**config.mk**
```make
export PLATFORM = sky130hd
export DESIGN_NAME = wvl_front_flat
export DESIGN_NICKNAME = d
export VERILOG_FILES = /design/src/sv/window_variance_lumpiness_assert.svh /design/src/sv/wvl_pkg.sv /design/src/sv/wvl_if.sv /design/src/sv/wvl_front.sv /design/src/flat_wrapper.sv
export SDC_FILE = /design/constraint.sdc
export NUM_CORES = 1
export LEC_CHECK = 0
export BUFFER_PORTS_ARGS = -buffer_cell sky130_fd_sc_hd__buf_2
export CAP_MARGIN = 15
export CELL_PAD_IN_SITES_DETAIL_PLACEMENT = 1
export CELL_PAD_IN_SITES_GLOBAL_PLACEMENT = 1
export CORE_ASPECT_RATIO = 0.7
export CORE_MARGIN = 5
export CORE_UTILIZATION = 50
export CTS_BUF_LIST = sky130_fd_sc_hd__clkbuf_16
export DETAILED_ROUTE_END_ITERATION = 7
export PLACE_DENSITY_LB_ADDON = 0.1
export SLEW_MARGIN = 10
export SYNTH_ARGS = -nofsm -noshare
export SYNTH_HDL_FRONTEND = slang
export SYNTH_SLANG_ARGS = --single-unit
```
**constraint.sdc**
```tcl
create_clock -name clk -period 22.2 [get_ports clk]
set_clock_uncertainty 0.05 [all_clocks]
set_input_delay 4.44 -clock clk [delete_from_list [all_inputs] [get_ports clk]]
set_output_delay 4.44 -clock clk [all_outputs]
set_load 0.1 [all_outputs]
```
**src/sv/window_variance_lumpiness_assert.svh**
```systemverilog
// ----------------------------------------------------------------------------
// window_variance_lumpiness_assert.svh
// Assertion macros shared by the lumpiness block.
// ----------------------------------------------------------------------------
`ifndef WINDOW_VARIANCE_LUMPINESS_ASSERT_SVH
`define WINDOW_VARIANCE_LUMPINESS_ASSERT_SVH

// same-cycle implication, disabled in reset
`define WVL_ASSERT_IMPL(name, ante, cons) \
    name: assert property (@(posedge clk) disable iff (!rst_n) (ante) |-> (cons)) \
        else $error("wvl: assertion failed");

// next-cycle implication, disabled in reset
`define WVL_ASSERT_NEXT(name, ante, cons) \
    name: assert property (@(posedge clk) disable iff (!rst_n) (ante) |=> (cons)) \
        else $error("wvl: assertion failed");

`endif

```
**src/sv/wvl_pkg.sv**
```systemverilog
// ----------------------------------------------------------------------------
// wvl_pkg
// Shared widths, defaults and width helpers for the lumpiness block.
// ----------------------------------------------------------------------------
package wvl_pkg;

    localparam int SAMPLE_W  = 8;
    localparam int CFG_W     = 7;
    localparam int LUMP_W    = 40;
    localparam int MUL_W     = 32;
    localparam int NUM_W     = 128;

    localparam int DEF_MAX_WINDOWS       = 1024;
    localparam int DEF_MAX_WINDOW_LENGTH = 64;
    localparam int DEF_FRACTION_BITS     = 8;
    localparam int QUEUE_DEPTH           = 4;
    localparam int MIN_WINDOWS           = 2;

    localparam logic [CFG_W-1:0] RESET_WINDOW_LENGTH = 7'd10;

    function automatic int pos_width(input int max_len);
        return $clog2(max_len + 1);
    endfunction

    function automatic int sum_width(input int max_len);
        return $clog2(max_len * (1 << (SAMPLE_W - 1))) + 1;
    endfunction

    function automatic int sq_width(input int max_len);
        return $clog2(max_len * (1 << (2 * SAMPLE_W - 2)) + 1);
    endfunction

    function automatic int u_width(input int max_len);
        return $clog2(max_len * max_len * (1 << (2 * SAMPLE_W - 2)) + 1) + 1;
    endfunction

    function automatic int entry_width(input int max_len);
        return 2 + pos_width(max_len) + sum_width(max_len) + sq_width(max_len);
    endfunction

endpackage

```
**src/sv/wvl_if.sv**
```systemverilog
// ----------------------------------------------------------------------------
// wvl_if
// Valid/ready channels for samples in and results out.
// ----------------------------------------------------------------------------
interface wvl_sample_if;
    logic                                valid;
    logic                                ready;
    logic signed [wvl_pkg::SAMPLE_W-1:0] sample;
    logic                                last;

    modport source (output valid, sample, last, input ready);
    modport sink   (input valid, sample, last, output ready);
endinterface


```
**src/sv/wvl_front.sv**
```systemverilog
// ----------------------------------------------------------------------------
// wvl_front
// Accepts samples, keeps the running window sums and queues each closed
// window and each end of series.
// ----------------------------------------------------------------------------
module wvl_front #(
    parameter int MAX_WINDOW_LENGTH = wvl_pkg::DEF_MAX_WINDOW_LENGTH
) (
    input  logic                                  clk,
    input  logic                                  rst_n,
    input  logic                                  cfg_write,
    input  logic [wvl_pkg::CFG_W-1:0]             cfg_data,
    wvl_sample_if.sink                            samples,
    output logic                                  push,
    output logic [wvl_pkg::entry_width(MAX_WINDOW_LENGTH)-1:0] push_data,
    input  logic                                  full
);
    import wvl_pkg::*;

    localparam int POS_W = pos_width(MAX_WINDOW_LENGTH);
    localparam int SUM_W = sum_width(MAX_WINDOW_LENGTH);
    localparam int SQ_W  = sq_width(MAX_WINDOW_LENGTH);

    typedef struct packed {
        logic                    close;
        logic                    last;
        logic [POS_W-1:0]        len;
        logic signed [SUM_W-1:0] sum;
        logic [SQ_W-1:0]         sq;
    } entry_t;

    logic [CFG_W-1:0]          len_reg;
    logic signed [SUM_W-1:0]   sum_reg;
    logic [SQ_W-1:0]           sq_reg;
    logic [POS_W-1:0]          pos_reg;

    logic [POS_W-1:0]          w_eff;
    logic                      accept;
    logic signed [SUM_W-1:0]   x_ext;
    logic signed [2*SAMPLE_W-1:0] x_sq;
    logic signed [SUM_W-1:0]   sum_next;
    logic [SQ_W-1:0]           sq_next;
    logic [POS_W-1:0]          pos_next;
    logic                      close;
    entry_t                    ent;

    always_comb
    begin
        if (len_reg == '0)
        begin
            w_eff = POS_W'(1);
        end
        else if (len_reg > CFG_W'(MAX_WINDOW_LENGTH))
        begin
            w_eff = POS_W'(MAX_WINDOW_LENGTH);
        end
        else
        begin
            w_eff = len_reg[POS_W-1:0];
        end
    end

    assign samples.ready = !full;
    assign accept        = samples.valid && !full;

    assign x_ext    = SUM_W'(samples.sample);
    assign x_sq     = samples.sample * samples.sample;
    assign sum_next = sum_reg + x_ext;
    assign sq_next  = sq_reg + SQ_W'($unsigned(x_sq));
    assign pos_next = pos_reg + 1'b1;
    assign close    = (pos_next >= w_eff);

    assign ent.close = close;
    assign ent.last  = samples.last;
    assign ent.len   = w_eff;
    assign ent.sum   = sum_next;
    assign ent.sq    = sq_next;

    assign push      = accept && (close || samples.last);
    assign push_data = ent;

    always_ff @(posedge clk or negedge rst_n)
    begin
        if (!rst_n)
        begin
            len_reg <= RESET_WINDOW_LENGTH;
            sum_reg <= '0;
            sq_reg  <= '0;
            pos_reg <= '0;
        end
        else
        begin
            if (cfg_write)
            begin
                len_reg <= cfg_data;
            end
            if (accept)
            begin
                if (close || samples.last)
                begin
                    sum_reg <= '0;
                    sq_reg  <= '0;
                    pos_reg <= '0;
                end
                else
                begin
                    sum_reg <= sum_next;
                    sq_reg  <= sq_next;
                    pos_reg <= pos_next;
                end
            end
        end
    end

endmodule

```
**src/flat_wrapper.sv**
```systemverilog
// flat-port wrapper written by rule: the top's interface ports become plain ports
module wvl_front_flat import wvl_pkg::*;
#(
    parameter int MAX_WINDOW_LENGTH = wvl_pkg::DEF_MAX_WINDOW_LENGTH
)
  (clk, rst_n, cfg_write, cfg_data, push, push_data, full, samples_valid, samples_sample, samples_last, samples_ready);
  wvl_sample_if samples_i ();
  input  logic clk;
  input  logic rst_n;
  input  logic cfg_write;
  input  logic [wvl_pkg::CFG_W-1:0] cfg_data;
  output logic push;
  output logic [wvl_pkg::entry_width(MAX_WINDOW_LENGTH)-1:0] push_data;
  input  logic full;
  input wire logic [$bits(samples_i.valid)-1:0] samples_valid;
  input wire logic [$bits(samples_i.sample)-1:0] samples_sample;
  input wire logic [$bits(samples_i.last)-1:0] samples_last;
  output wire logic [$bits(samples_i.ready)-1:0] samples_ready;
  assign samples_i.valid = samples_valid;
  assign samples_i.sample = samples_sample;
  assign samples_i.last = samples_last;
  assign samples_ready = samples_i.ready;
  wvl_front #(.MAX_WINDOW_LENGTH(MAX_WINDOW_LENGTH)) u_core (.clk(clk), .rst_n(rst_n), .cfg_write(cfg_write), .cfg_data(cfg_data), .samples(samples_i), .push(push), .push_data(push_data), .full(full));
endmodule
```
Yosys cells after proc, flatten, opt, wreduce, memory -nomap -nowiden
Cells that the tools add are included.
{ "totals": {"reg_bits": 49, "input_bits": 21, "out_inout_bits": 46, "wordCells": 20} }
{ "classes": {"n_addsub": 3, "mul": 1, "n_lt_le_gt_ge": 2, "mux": 5, "n_reduce_logical": 5} }
{ "op_table": {"columns": ["operator", "count"], "rows": [
  ["21-bit by 16-bit adder with 21-bit output", 1],
  ["21-bit two-way mux", 1],
  ["7-bit two-way mux", 3],
  ["8-bit by 8-bit multiplier with 16-bit output", 1],
  ["14-bit by 8-bit adder with 14-bit output", 1],
  ["14-bit two-way mux", 1],
  ["7-bit by 1-bit adder with 7-bit output (second input constant)", 1],
  ["7-bit greater-or-equal comparator", 1],
  ["7-bit > comparator (second input constant)", 1],
  ["7-bit logical NOT", 1],
  ["1-bit logical AND", 2],
  ["1-bit logical NOT", 1],
  ["1-bit logical OR", 1]
]} }

Logic depth before layout (Yosys ltp)
{ "logic_depth": {"depth_word": 6, "ltp_mapped": 25, "ltp_nobuf": 24} }

Least setup slack after synthesis
No wires, ideal clock.
{ "synth_timing": {"path_kind": "input port to output port", "start": "input port samples_sample[7]", "end": "output port push_data[17] in the netlist's numbering", "t_arrival_ns": 11.066, "required_time_ns": 17.710, "setup_slack_ns": 6.644, "cell_stages": 21, "n_path_buf": 1, "path_cell_list": "clkbuf_1 > and2_1 > fa_1 > inv_1 > fa_1 > inv_1 > fa_1 > inv_1 > fa_1 > inv_1 > ha_1 > a21o_1 > a21oi_1 > or3b_2 > mux2_2 > o311ai_0 > ha_1 > nand4_1 > a2bb2oi_1 > o41ai_4 > xor2_1"} }
{ "synth_via": {"elab_chain_cells": 2} }
{ "synth_rtl": {"columns": ["element", "line", "source"], "rows": [
  ["from (decl)", "flat_wrapper.sv:16", "input wire logic [$bits(samples_i.sample)-1:0] samples_sample;"],
  ["8-bit by 8-bit multiplier with 16-bit output", "wvl_front.sv:67", "assign x_sq = samples.sample * samples.sample;"],
  ["21-bit by 16-bit adder with 21-bit output", "wvl_front.sv:69", "assign sq_next = sq_reg + SQ_W'($unsigned(x_sq));"],
  ["to (decl)", "flat_wrapper.sv:13", "output logic [wvl_pkg::entry_width(MAX_WINDOW_LENGTH)-1:0] push_data;"]
]} }
Every way passes these cells.

Final worst setup path
{ "layout_timing": {"start": "input port samples_sample[7]", "end": "output port push_data[19] in the netlist's numbering"} }
Same word-level chain as after synthesis.

==> flow_metrics.tcl <==
set metrics [dict create \
    multi_input_area_mm2 0.00445 \
    num_vias 5288 \
    clk_pin_slew_worst_paths_ps 70 \
    cts.sinks 49 \
    fin_ws_ps 6560 \
    grt_max_degree 43 \
    drv_cap 0 \
    final_antenna_net_count 0 \
    status "complete, no violations" \
    cts_buffers 5 \
    crit_path_max_fanout 24 \
    fmax_mhz 63.9 \
    synth_edf_count 0 \
    final_core_util_pct 56.8 \
    slew_headroom_pct 24.0 \
    slew_viol_final 0 \
    period_minus_slack_ps 15640 \
    ys_ff_latch 49 \
    fin_setup_tns_ps 0 \
    hold_class "reg2reg" \
    layout-drive-gt1-share_pct 14.4 \
    htreeDepth 2 \
    cts_setup_buffers 0 \
    wire_per_inst_um 19.9 \
    synth_cell_types 67 \
    setup_viol 0 \
    ys_seq_area_share_pct 20.0 \
    dp_slack_ps 6530 \
    routed_wl_um 18200 \
    grt_pass1_vias 5784 \
    synthFlopType "dfrtp_1" \
    num_io_pins 67 \
    worstMarginPinSlew_ps 1140 \
    syn_inst 701 \
    drc 0 \
    drtIter0Drc 200 \
    grt_pass1_wl_um 29900 \
    nFillCells 1438 \
    start_util_pct 51.7 \
    start_kind "input pin" \
    die_w_um 142 \
    holdBufCountCts 0 \
    cts-root-buf "clkbuf_16" \
    place.port_buffers 66 \
    antenna_found_initial 1 \
    grt_usage_pct 25.6 \
    ctsResizeCount 0 \
    synth.avg_cell_area_um2 8.74 \
    syn_area_mm2 0.00613 \
    finalCritPeriodShare_pct 70.4 \
    gp_congestion 0.880 \
    first_pass_iters 4 \
    critPathArrivalTime_ps 11150 \
    dieArea_mm2 0.0146 \
    final_common_cell "inv_1" \
    overflow 0 \
    area_growth_pct 9.90 \
    end_kind "primary output" \
    rsz0062_at_grt "false" \
    fp-row-count 33 \
    cts_tree "done" \
    crit_required_ps 17710 \
    die_h_um 103 \
    largest_reg_flops 21 \
    most-common-layout-cells "94 x inv_1, 88 x nand2_1, 68 x ha_1" \
    ff_latch_area_mm2 0.00123 \
    diodes 0 \
    synth_warnings 0 \
    clk_path_buf_depth 2 \
    postSynth.asyncResetShare_pct 100 \
    worstSkewPairLatency_ps 300 \
    nNetsFinal 890 \
    worst-setup-path-type "in2out" \
    dpl.hpwl_um 14500 \
    hold_viol_final 0 \
    synth_nets 834 \
    vias_per_cell 5.78 \
    design.core.area_mm2 0.0119 \
]
[cell type report]
| cell class | count | share of cell area, % |
|---|---|---|
| Multi-Input combinational cell | 537 | 66.1 |
| Sequential cell | 49 | 18.2 |
| Timing Repair Buffer | 70 | 5.35 |
| Inverter | 94 | 5.24 |
| Tap cell | 157 | 2.92 |
| Clock buffer | 5 | 1.86 |
| Clock inverter | 3 | 0.316 |
[per-layer routing]
| metal | GRT usage [%] | routed length, um |
|---|---|---|
| met5 | 0 | 8 |
| met4 | 3.43 | 138 |
| met3 | 4.50 | 765 |
| met2 | 42.4 | 8260 |
| met1 | 36.4 | 8990 |
[worst max-delay path, cell delays in order]
cell	delay [ps]
buf_2	270
nand2_1	190
inv_1	100
fa_1	680
inv_1	120
fa_1	580
inv_1	70
fa_1	500
inv_1	60
fa_1	550
inv_1	50
ha_1	380
a21o_1	220
a21oi_1	190
or3b_2	460
mux2_2	270
o311ai_0	230
ha_1	460
nand2_1	170
o21ai_0	100
and2_1	180
a21oi_1	220
xnor2_1	160
buf_2	450
[metrics by stage]
stage	hold slack, ps	std cells	cell area (um2)
6_report	431	915	6740
5_1_grt	469	915	6740
4_1_cts	437	915	6740
3_5_place_dp	418	907	6590
3_3_place_gp	409	907	6590
2_1_floorplan	393	701	6130
[Yosys cell counts (3+ instances only)]
| cell type | instances | area (um2) |
|---|---|---|
| a22o_1 | 11 | 96.3 |
| a31o_2 | 4 | 35.0 |
| clkbuf_1 | 15 | 56.3 |
| o21ai_0 | 32 | 160 |
| nor2_1 | 29 | 109 |
| nand2_1 | 88 | 330 |
| and3_1 | 6 | 37.5 |
| nor3_1 | 11 | 55.1 |
| buf_4 | 3 | 22.5 |
| xnor2_1 | 37 | 324 |
| nand3_1 | 15 | 75.1 |
| inv_1 | 94 | 353 |
| dfrtp_1 | 47 | 1180 |
| ha_1 | 68 | 851 |
| xor2_1 | 14 | 123 |
| mux2_2 | 10 | 113 |
| o21a_1 | 6 | 45.0 |
| nor2b_1 | 15 | 93.8 |
| a21o_1 | 22 | 165 |
| and2_1 | 16 | 100 |
| nand4_1 | 3 | 18.8 |
| o21bai_1 | 4 | 30.0 |
| fa_1 | 44 | 881 |
| o211ai_1 | 4 | 30.0 |
| a211oi_1 | 5 | 37.5 |
| nand2b_1 | 9 | 56.3 |
| o31ai_1 | 4 | 30.0 |
| a221o_1 | 4 | 40.0 |
| a21oi_1 | 31 | 155 |
[final timing paths]
path | startpoint | end | slack [ps] | cells past startpoint
worst max-delay path | samples_sample[7] | push_data[19] | 6560 | 24
worst min-delay path | u_core.sum_reg[4] | u_core.sum_reg[4] | 430 | 2
worst max register to register | u_core.pos_reg[0] | u_core.sq_reg[19] | 18640 | 10
worst min register to register | u_core.sum_reg[4] | u_core.sum_reg[4] | 430 | 2
max in group asynchronous | rst_n | u_core.len_reg[1] | 17200 | 2
min in group asynchronous | rst_n | u_core.sum_reg[6] | 4020 | 1
[kinds of logic (layout without fill, tap and decap cells)]
family | after synthesis | in the layout | share of synthesized area, %
DFF | 49 | 49 | 20.0
buffers and inverters | 115 | 172 | 7.37
adders and majority gates | 112 | 112 | 28.3
muxes | 10 | 10 | 1.84
xor gates and xnor gates | 51 | 51 | 7.29
and+or+nand+nor | 201 | 201 | 15.4
AOI/OAI and AO/OA | 163 | 163 | 19.8
Power is left out: the tool's default activity adds up to more than one toggle a clock period on the data nets, which glitch-free logic cannot reach.
