**src/sv/window_variance_lumpiness_assert.svh**
```systemverilog
// ----------------------------------------------------------------------------
// window_variance_lumpiness_assert.svh
// Assertion macros shared by the lumpiness block.
// ----------------------------------------------------------------------------
`ifndef WINDOW_VARIANCE_LUMPINESS_ASSERT_SVH
`define WINDOW_VARIANCE_LUMPINESS_ASSERT_SVH

// same-cycle implication, disabled in reset
`define WVL_ASSERT_IMPL(name, ante, cons) \
    name: assert property (@(posedge clk) disable iff (!rst_n) (ante) |-> (cons)) \
        else $error("wvl: assertion failed");

// next-cycle implication, disabled in reset
`define WVL_ASSERT_NEXT(name, ante, cons) \
    name: assert property (@(posedge clk) disable iff (!rst_n) (ante) |=> (cons)) \
        else $error("wvl: assertion failed");

`endif

```
**src/sv/wvl_queue.sv**
```systemverilog
// ----------------------------------------------------------------------------
// wvl_queue
// Short FIFO between the sample front end and the window back end.
// ----------------------------------------------------------------------------
module wvl_queue #(
    parameter int DATA_W = 8,
    parameter int DEPTH  = 4
) (
    input  logic              clk,
    input  logic              rst_n,
    input  logic              push,
    input  logic [DATA_W-1:0] push_data,
    output logic              full,
    input  logic              pop,
    output logic [DATA_W-1:0] pop_data,
    output logic              empty
);
    localparam int PTR_W = (DEPTH > 1) ? $clog2(DEPTH) : 1;
    localparam int CNT_W = $clog2(DEPTH + 1);

    logic [DATA_W-1:0] store_reg [DEPTH];
    logic [PTR_W-1:0]  wr_ptr_reg;
    logic [PTR_W-1:0]  rd_ptr_reg;
    logic [CNT_W-1:0]  count_reg;
    logic              do_push;
    logic              do_pop;

    assign full     = (count_reg == CNT_W'(DEPTH));
    assign empty    = (count_reg == '0);
    assign do_push  = push && !full;
    assign do_pop   = pop && !empty;
    assign pop_data = store_reg[rd_ptr_reg];

    always_ff @(posedge clk)
    begin
        if (do_push)
        begin
            store_reg[wr_ptr_reg] <= push_data;
        end
    end

    always_ff @(posedge clk or negedge rst_n)
    begin
        if (!rst_n)
        begin
            wr_ptr_reg <= '0;
            rd_ptr_reg <= '0;
            count_reg  <= '0;
        end
        else
        begin
            if (do_push)
            begin
                wr_ptr_reg <= (wr_ptr_reg == PTR_W'(DEPTH - 1)) ? '0 : wr_ptr_reg + 1'b1;
            end
            if (do_pop)
            begin
                rd_ptr_reg <= (rd_ptr_reg == PTR_W'(DEPTH - 1)) ? '0 : rd_ptr_reg + 1'b1;
            end
            if (do_push && !do_pop)
            begin
                count_reg <= count_reg + 1'b1;
            end
            else if (do_pop && !do_push)
            begin
                count_reg <= count_reg - 1'b1;
            end
        end
    end

endmodule

```
**config.mk**
```make
export PLATFORM = sky130hd
export DESIGN_NAME = wvl_queue
export DESIGN_NICKNAME = d
export VERILOG_FILES = /design/src/sv/window_variance_lumpiness_assert.svh /design/src/sv/wvl_queue.sv
export SDC_FILE = /design/constraint.sdc
export NUM_CORES = 1
export LEC_CHECK = 0
export BUFFER_PORTS_ARGS = -buffer_cell sky130_fd_sc_hd__buf_2
export CORE_ASPECT_RATIO = 0.75
export CORE_UTILIZATION = 25
export CTS_BUF_LIST = sky130_fd_sc_hd__clkbuf_8
export DETAILED_ROUTE_END_ITERATION = 6
export GPL_ROUTABILITY_DRIVEN = 0
export PLACE_DENSITY = 0.53
export SLEW_MARGIN = 5
export SYNTH_ARGS = -nofsm -noshare
export SYNTH_HDL_FRONTEND = slang
export SYNTH_SLANG_ARGS = --single-unit
```
**constraint.sdc**
```tcl
create_clock -name clk -period 1.8 [get_ports clk]
set_input_delay 0.18 -clock clk [delete_from_list [all_inputs] [get_ports clk]]
set_output_delay 0.18 -clock clk [all_outputs]
set_load 0.02 [all_outputs]
```
### Word-level counts from Yosys, hierarchy flattened

Memory sizes are Yosys's and may differ from the RTL's.
Index checks and enable logic that the tools add are counted.

* bits in registers: 7
* bits in writable memories: 32
* bits of input ports: 12
* output and inout port bits: 10
* word-level logic and storage cells: 27
* memories kept: 1

* add/subtract/negate cells: 4
* eq/ne operators: 3
* multiplexer cells: 6
* reductions and logical operators: 10

Memory list
* store_reg: words 4, width 8, rd ports 1, clocked after memory_dff 0, wr ports 1, RTL line wvl_queue.sv:21 `logic [DATA_W-1:0] store_reg [DEPTH];`

Operators by type and width (number)
* 2-to-1 mux 3 bit: 2
* adder 2 x 1 -> 2 bit, second input constant: 2
* equality test 2 bit, second input constant: 2
* logical AND 1 bit: 4
* logical NOT 1 bit: 4
* 2-to-1 mux 2 bit: 2
* adder 3 x 1 -> 3 bit, second input constant: 1
* equality test 3 bit, second input constant: 1
* logical NOT 3 bit: 1
* subtractor 3 x 1 -> 3 bit, second input constant: 1
* 2-to-1 mux 1 bit: 2
* nonzero test 2 bit: 1

### Depth between registers and ports, before layout

Gate-level depths: netlist (run 1).

* depth in word-level cells: 7
* mapped depth: 9
* gate-level depth less buffers: 8

### Least setup slack after synthesis (run 1)

Ideal clock, no wire load.

* path kind: reg2reg
* from: register count_reg[0]
* to: register count_reg[2]
* setup time: 0.079 ns
* data arrival time: 2.234 ns
* data required time: 1.721 ns
* setup slack: -0.513 ns
* stages on the path, launching flop included: 9
* buffers on the path: 0
* clock period less this slack: 2.313 ns
* path through: dfrtp_1 nor3_1 nand2b_4 ha_1 inv_1 fa_1 xor2_1 nor2_1 xor2_1

* cells in the longest elaborated chain, start to end: 6
* elaborated cells on any way between the ends: 15
* classes of those cells: 2 x add/sub; 1 x eq/ne; 2 x mux; 10 x reduce/logical

Ends and longest elaborated chain
* start: declaration: RTL line wvl_queue.sv:24 `logic [CNT_W-1:0] count_reg;`
* start signal: assignment: RTL line wvl_queue.sv:62 `count_reg <= count_reg + 1'b1;`
* start signal: assignment: RTL line wvl_queue.sv:66 `count_reg <= count_reg - 1'b1;`
* logical NOT 3 bit *: RTL line wvl_queue.sv:29 `assign empty = (count_reg == '0);`
* via empty: RTL line wvl_queue.sv:16 `output logic empty`
* logical NOT 1 bit *: RTL line wvl_queue.sv:31 `assign do_pop = pop && !empty;`
* logical AND 1 bit *: RTL line wvl_queue.sv:31
* logical NOT 1 bit: RTL line wvl_queue.sv:60 `if (do_push && !do_pop)`
* logical AND 1 bit: RTL line wvl_queue.sv:60
* 2-to-1 mux 3 bit / nonzero test 2 bit (equally long branches)

Mark *: on every way through the listed nets, which the timed path passes. The rest lies on a longest branch. The select of a mux whose other input is x is not followed.
A chain may end at the register's enable or synchronous reset.

### Worst setup path in the final report (run 1)

* from: register count_reg[2]
* to: register count_reg[2]

* cells in the longest elaborated chain, start to end: 6
* elaborated cells on any way between the ends: 15
* classes of those cells: 2 x add/sub; 1 x eq/ne; 2 x mux; 10 x reduce/logical

Ends and longest elaborated chain
* parallel branches: the longest is 6 deep, another holds subtractor 3 x 1 -> 3 bit

Parallel ways; which one is timed is not known. The select of a mux whose other input is x is not followed.

==> run_results.csv, run 1 <==
group,metric,value,unit
power_and_ir_drop,leakage,0.776,nW
floorplan,rows,25,
drt,first_pass_iters,4,
drt,drtIter0Drc,20,
global_route,grt_max_degree,13,
yosys,synth_edf_count,32,
floorplan,initial_core_util,0.258,
clock_network,clk_pin_slew,0.07,ns
run_status,run_status,"complete, but fails checks",
final_layout,area_delta_synth_final,26.6,%
yosys,yosys.area.top_type_share,0.593,
global_route,grt_antenna_before_repair,0,
yosys,synthCells,79,
drt,vias_per_cell,3.97,
global_route,grt_first_pass_wirelength,4390,µm
global_route,grt_pass1_vias,878,
critical_path,critPathKind,"flip-flop to flip-flop",
sta,clock.fmax,554,MHz
sta,tns,-0.00412,ns
sta,layout_setup_ws,-0.00412,ns
sta,rsz0062_at_grt,"yes",
yosys,yosysWarnings,0,
sta,finalCriticalPeriod,1.80,ns
sta,finalHoldViolations,0,
drt,drcViolationCount,0,
yosys,async_reset_ff_frac,0.179,
critical_path,r2r-start,"count_reg[2]$_DFFE_PN0P_",
clock_network,htreeDepth,2,
yosys,ys_seq_area_frac,0.701,
yosys,postSynthAreaPerCell,20.5,µm²
run_status,violations,"setup timing",
drt,drtAntennaViolNets,0,
yosys,synth_most_common_cell,"edfxtp_1",
clock_network,cts_tree,"done",
critical_path,crit_arrival,1.97,ns
final_layout,largest_reg_flops,32,
floorplan,die_y,71.7,µm
power_and_ir_drop,ir_worst_vdd,0.583,mV
placement,hpwl,1890,µm
clock_network,cts.path.max_buffers,2,
final_layout,layout-drive-gt1-share,0.548,
drt,wl,2660,µm
power_and_ir_drop,power_density,1710,nW/µm²
critical_path,critPathLaunchType,"flip-flop",
floorplan,core-area,6290,µm²
global_route,grt_overflow,0,
final_layout,diodes,0,
floorplan,die_area,6810,µm²
final_layout,nets,133,
sta,worstMarginPinSlew,0.422,ns
critical_path,timing.reg2reg.worst_path_depth,8,
yosys,ys_top_cells_by_area,"edfxtp_1 59%, mux4_2 11%, dfrtp_1 11%",
sta,holdWs,0.112,ns
final_layout,final_core_util,0.326,
yosys,synth_flop_cell,"edfxtp_1",
sta,finalClockSkew,0.00280,ns
placement,place_area,1870,µm²
floorplan,io_pins,22,
final_layout,fill_cells,594,
clock_network,cts_sinks,39,
clock_network,cts_root_buf,"clkbuf_8",
yosys,netlist_top_cells_count,"32 x edfxtp_1, 8 x mux4_2, 7 x dfrtp_1, 6 x ha_1, 4 x and2_2",
hold_path,hold_depth,1,
critical_path,cp-startpoint,"count_reg[2]$_DFFE_PN0P_",
sta,drv_slew,0,
drt,routedWlPerCell,13.6,µm
placement,portBuffers,21,
final_layout,instances_no_fill,196,
sta,slew_headroom,0.718,
critical_path,worstSetupEndpointType,"flip-flop",
final_layout,design_area,2050,µm²
critical_path,rrSetupSlack,-0.004,ns
sta,timing.final.crit_share,1.00,
critical_path,required,1.97,ns
placement,placed_cells,183,
yosys,syn-cell-area,1620,µm²
global_route,grt_use_total,0.0924,
sta,setup_viol,1,
floorplan,die_width,95.0,µm
run,cap_viol_max_count,0,
power_and_ir_drop,power,3.50,mW
yosys,syn-num-nets,98,
clock_network,numCtsBuffers,5,
clock_network,clk-insertion-delay-late,0.28,ns
drt,vias,778,
yosys,synth_top_cell_by_area,"edfxtp_1",
yosys,ys_types,19,
placement,detailedPlace.worstSlack,-0.0863,ns
critical_path,worstPathMaxFanout,3,
hold_path,min_from,"push_data[6]",
yosys,synth-seq-cells,39,
hold_path,min_path_type,"primary input to flip-flop",
## cells by family after synthesis
group / synth area share
XOR/XNOR: 0.0162
buffers and inverters: 0.0193
multiplexers: 0.151
flip-flops: 0.701
AND/OR/NAND/NOR: 0.0541
adder cells (fa/ha/maj): 0.0587
## worst max-delay path, cell delays in order (launching register included)
cell and delay [ns]:
dfrtp_1 0.42, nor3_4 0.20, nand2b_4 0.16, ha_4 0.13, inv_2 0.03, fa_2 0.33
xor2_1 0.17, nor2_1 0.07, xor2_1 0.16
## cell usage in the layout, fill, tap and decap left out, types with 2 or more instances in the layout
master,instances
and2_2,4
buf_2,21
buf_4,9
bufinv_16,2
clkbuf_8,5
dfrtp_1,5
dfrtp_2,2
edfxtp_1,32
ha_1,5
inv_1,3
mux2_2,3
mux2_4,2
mux4_2,8
nor2_1,3
xor2_1,2
## area by class of cell
class,instances,area [µm²],area share
Multi-Input combinational cell,34,484,0.236
Timing Repair Buffer,31,183,0.0891
Sequential cell,39,1140,0.555
Clock inverter,3,63.8,0.0311
Clock buffer,5,68.8,0.0336
Inverter,3,11.3,0.00549
Tap cell,81,101,0.0494
## report_power, final
part	total (mW)	switching (mW)	internal (mW)
clock	0.827	0.279	0.548
combinational	1.28	0.626	0.657
sequential	1.39	0.160	1.23
total	3.50	1.07	2.43
## timing repair
action                     CTS  global route
hold buffers                 1             0
setup endpoints to repair    2             2
gates resized for setup      1             2
setup buffers                1             3
cloned                       0             0
hold endpoints to repair     7             0
pin swaps                    2             4
## worst paths after layout
path                                              to
max                         count_reg[2]$_DFFE_PN0P_
min                        store_reg[0][6]$_DFFE_PP_
max reg2reg                 count_reg[2]$_DFFE_PN0P_
min reg2reg                wr_ptr_reg[1]$_DFFE_PN0P_
max in group asynchronous   count_reg[1]$_DFFE_PN0P_
min in group asynchronous   count_reg[0]$_DFFE_PN0P_
## layer usage
metal | track usage | vias to the layer above | share of wire
li1 | - | 367 | -
met1 | 0.107 | 386 | 0.41
met2 | 0.149 | 17 | 0.51
met3 | 0.0340 | 8 | 0.048
met4 | 0.0505 | 0 | 0.024
met5 | 0 | - | 0
Note: power is estimated with default switching activity, not from simulation.
==> run 2, diff against run 1 <==
--- a/config.mk
+++ b/config.mk
@@ -11,7 +11,7 @@
 export CTS_BUF_LIST = sky130_fd_sc_hd__clkbuf_8
 export DETAILED_ROUTE_END_ITERATION = 6
 export GPL_ROUTABILITY_DRIVEN = 0
-export PLACE_DENSITY = 0.53
+export PLACE_DENSITY = 0.51
 export SLEW_MARGIN = 5
 export SYNTH_ARGS = -nofsm -noshare
 export SYNTH_HDL_FRONTEND = slang
==> constraint.sdc (replaced) <==
create_clock -name clk -period 1.85 [get_ports clk]
set_input_delay 0.185 -clock clk [delete_from_list [all_inputs] [get_ports clk]]
set_output_delay 0.185 -clock clk [all_outputs]
set_load 0.02 [all_outputs]
==> run 2 against run 1 <==
The run now ends clean. Highest routed layer unchanged. Non-clock buffer count stayed put. Fmax decreased by 1.3%. Via count shrank 0.13%. Worst hold slack gained 0.0027 ns. Worst setup slack improved by 0.026 ns. Global-route usage is 0.46 points lower. Clock power is 26% lower. Largest cell class unchanged. First-iteration DRC count is 30% lower. Power decreased by 8.3%. Die area did not move. Critical path depth stayed put.
==> run_results.csv, run 2 (synthesized netlist as in run 1, its figures left out) <==
group,metric,value,unit
floorplan,initial_core_util,0.258,
drt,wl,2690,µm
final_layout,layout-drive-gt1-share,0.548,
drt,first_pass_iters,3,
drt,drcViolationCount,0,
critical_path,critPathLaunchType,"flip-flop",
hold_path,min_path_type,"primary input to flip-flop",
floorplan,io_pins,22,
critical_path,max_stage_delay,0.44,ns
critical_path,r2r-start,"count_reg[2]$_DFFE_PN0P_",
clock_network,cts_root_buf,"clkbuf_8",
sta,slew_headroom,0.700,
run_status,run_status,"finished, final reports clean",
sta,finalClockSkew,0.00382,ns
final_layout,area_delta_synth_final,25.0,%
global_route,grt_max_degree,12,
power_and_ir_drop,leakage,0.762,nW
final_layout,nets,133,
sta,clock.fmax,547,MHz
global_route,grt_pass1_vias,844,
drt,vias,777,
floorplan,die_y,71.7,µm
final_layout,design_area,2030,µm²
global_route,grt_first_pass_wirelength,4160,µm
placement,detailedPlace.worstSlack,-0.0351,ns
critical_path,crit_arrival,2.03,ns
floorplan,core-area,6290,µm²
critical_path,critical_path.top_delay_family,"simple AND/OR/NAND/NOR gates",
clock_network,htreeDepth,2,
critical_path,timing.critical_path.buf_inv,1,
critical_path,timing.reg2reg.worst_path_depth,8,
final_layout,final_common_cell,"edfxtp_1",
placement,hpwl,1830,µm
sta,worstMarginPinSlew,0.449,ns
critical_path,cp-startpoint,"count_reg[2]$_DFFE_PN0P_",
clock_network,cts_sinks,39,
clock_network,clk-insertion-delay-late,0.28,ns
sta,timing.final.crit_share,0.988,
final_layout,mostFrequentLayoutCells,"32 x edfxtp_1, 21 x buf_2, 8 x mux4_2, 8 x buf_4, 7 x clkbuf_8",
global_route,grt_overflow,0,
floorplan,die_width,95.0,µm
critical_path,cp_slowest_cell,"dfrtp_2",
sta,finalCriticalPeriod,1.83,ns
critical_path,cp_cell_sequence,"nor3b_4 > nor2b_2 > ha_4 > inv_2 > fa_2 > xor2_1 > nor2_1 > xor2_1",
sta,layout_setup_ws,0.0221,ns
floorplan,rows,25,
global_route,grt_antenna_before_repair,0,
critical_path,cpMostUsedCell,"xor2_1",
sta,rsz0062_at_grt,"yes",
sta,drv_slew,0,
power_and_ir_drop,power_density,1580,nW/µm²
floorplan,die_area,6810,µm²
final_layout,largest_reg_flops,32,
drt,drtAntennaViolNets,0,
power_and_ir_drop,ir_worst_vdd,0.373,mV
global_route,grt_use_total,0.0878,
critical_path,rr_endpoint,"count_reg[2]$_DFFE_PN0P_",
clock_network,clk_pin_slew,0.07,ns
placement,portBuffers,21,
clock_network,cts_tree,"done",
clock_network,numCtsBuffers,5,
critical_path,rrSetupSlack,0.02,ns
run,cap_viol_max_count,0,
drt,routedWlPerCell,13.7,µm
clock_network,cts.path.max_buffers,2,
critical_path,worstSetupEndpointType,"flip-flop",
final_layout,fill_cells,609,
critical_path,required,2.06,ns
drt,drtIter0Drc,14,
critical_path,critPathKind,"flip-flop to flip-flop",
final_layout,diodes,0,
sta,finalHoldViolations,0,
sta,tns,0,ns
critical_path,worst-path-stages,8,
critical_path,worstPathMaxFanout,3,
placement,place_area,1860,µm²
sta,setup_viol,0,
critical_path,endpoint,"count_reg[2]$_DFFE_PN0P_",
drt,vias_per_cell,3.96,
[run 2: cell count changes in the layout (fill, tap and decap cells not counted), sizes merged]
cell	before	now
bufinv	2	0
clkbuf	5	7
[run 2: metal layers]
layer | global-route usage | up-vias | share of wire
li1 | - | 370 | -
met1 | 0.0984 | 386 | 0.44
met2 | 0.147 | 16 | 0.50
met3 | 0.0318 | 5 | 0.039
met4 | 0.0455 | 0 | 0.019
met5 | 0 | - | 0
[run 2: worst min-delay path by stage]
stage / start / endpoint / slack [ns] / cells past startpoint
after CTS: push_data[4] / store_reg[1][4]$_DFFE_PP_ / 0.10 / 1
after global routing: push_data[4] / store_reg[1][4]$_DFFE_PP_ / 0.10 / 1
final: push_data[3] / store_reg[3][3]$_DFFE_PP_ / 0.11 / 1
after global placement: rst_n / count_reg[2]$_DFFE_PN0P_ / 0.03 / 1
after detailed placement: rst_n / count_reg[2]$_DFFE_PN0P_ / 0.03 / 1
after floorplan: rst_n / count_reg[0]$_DFFE_PN0P_ / -0.11 / 0
[run 2: cell type report]
class                      count  area, µm²  area share
sequential                    39       1140       0.562
clock inverter                 1       3.75     0.00185
tap                           81        101      0.0500
timing repair buffer          31        195      0.0964
clock buffer                   7       96.3      0.0476
multi-input combinational     34        479       0.237
inverter                       3       11.3     0.00556
[run 2: stage by stage]
step | total power [mW] | hold slack, ns | std cells | util
after floorplan | 2.21 | -0.111 | 79 | -
after global placement | 2.54 | 0.0275 | 180 | 0.296
after detailed placement | 2.57 | 0.0269 | 180 | 0.296
after CTS | 3.24 | 0.102 | 193 | 0.318
after global routing | 3.41 | 0.103 | 196 | 0.322
final | 3.21 | 0.115 | 196 | 0.322
[run 2: what timing repair did]
action / CTS / global route
hold buffers: 1 / 0
setup endpoints to repair: 1 / 1
resized for setup: 1 / 1
hold endpoints to repair: 7 / 0
pin swaps: 1 / 3
setup buffers: 4 / 3
[run 2: power breakdown]
group / total (mW) / internal [mW] / switching (mW)
Clock: 0.609 / 0.334 / 0.274
Combinational: 1.24 / 0.646 / 0.589
Sequential: 1.36 / 1.19 / 0.170
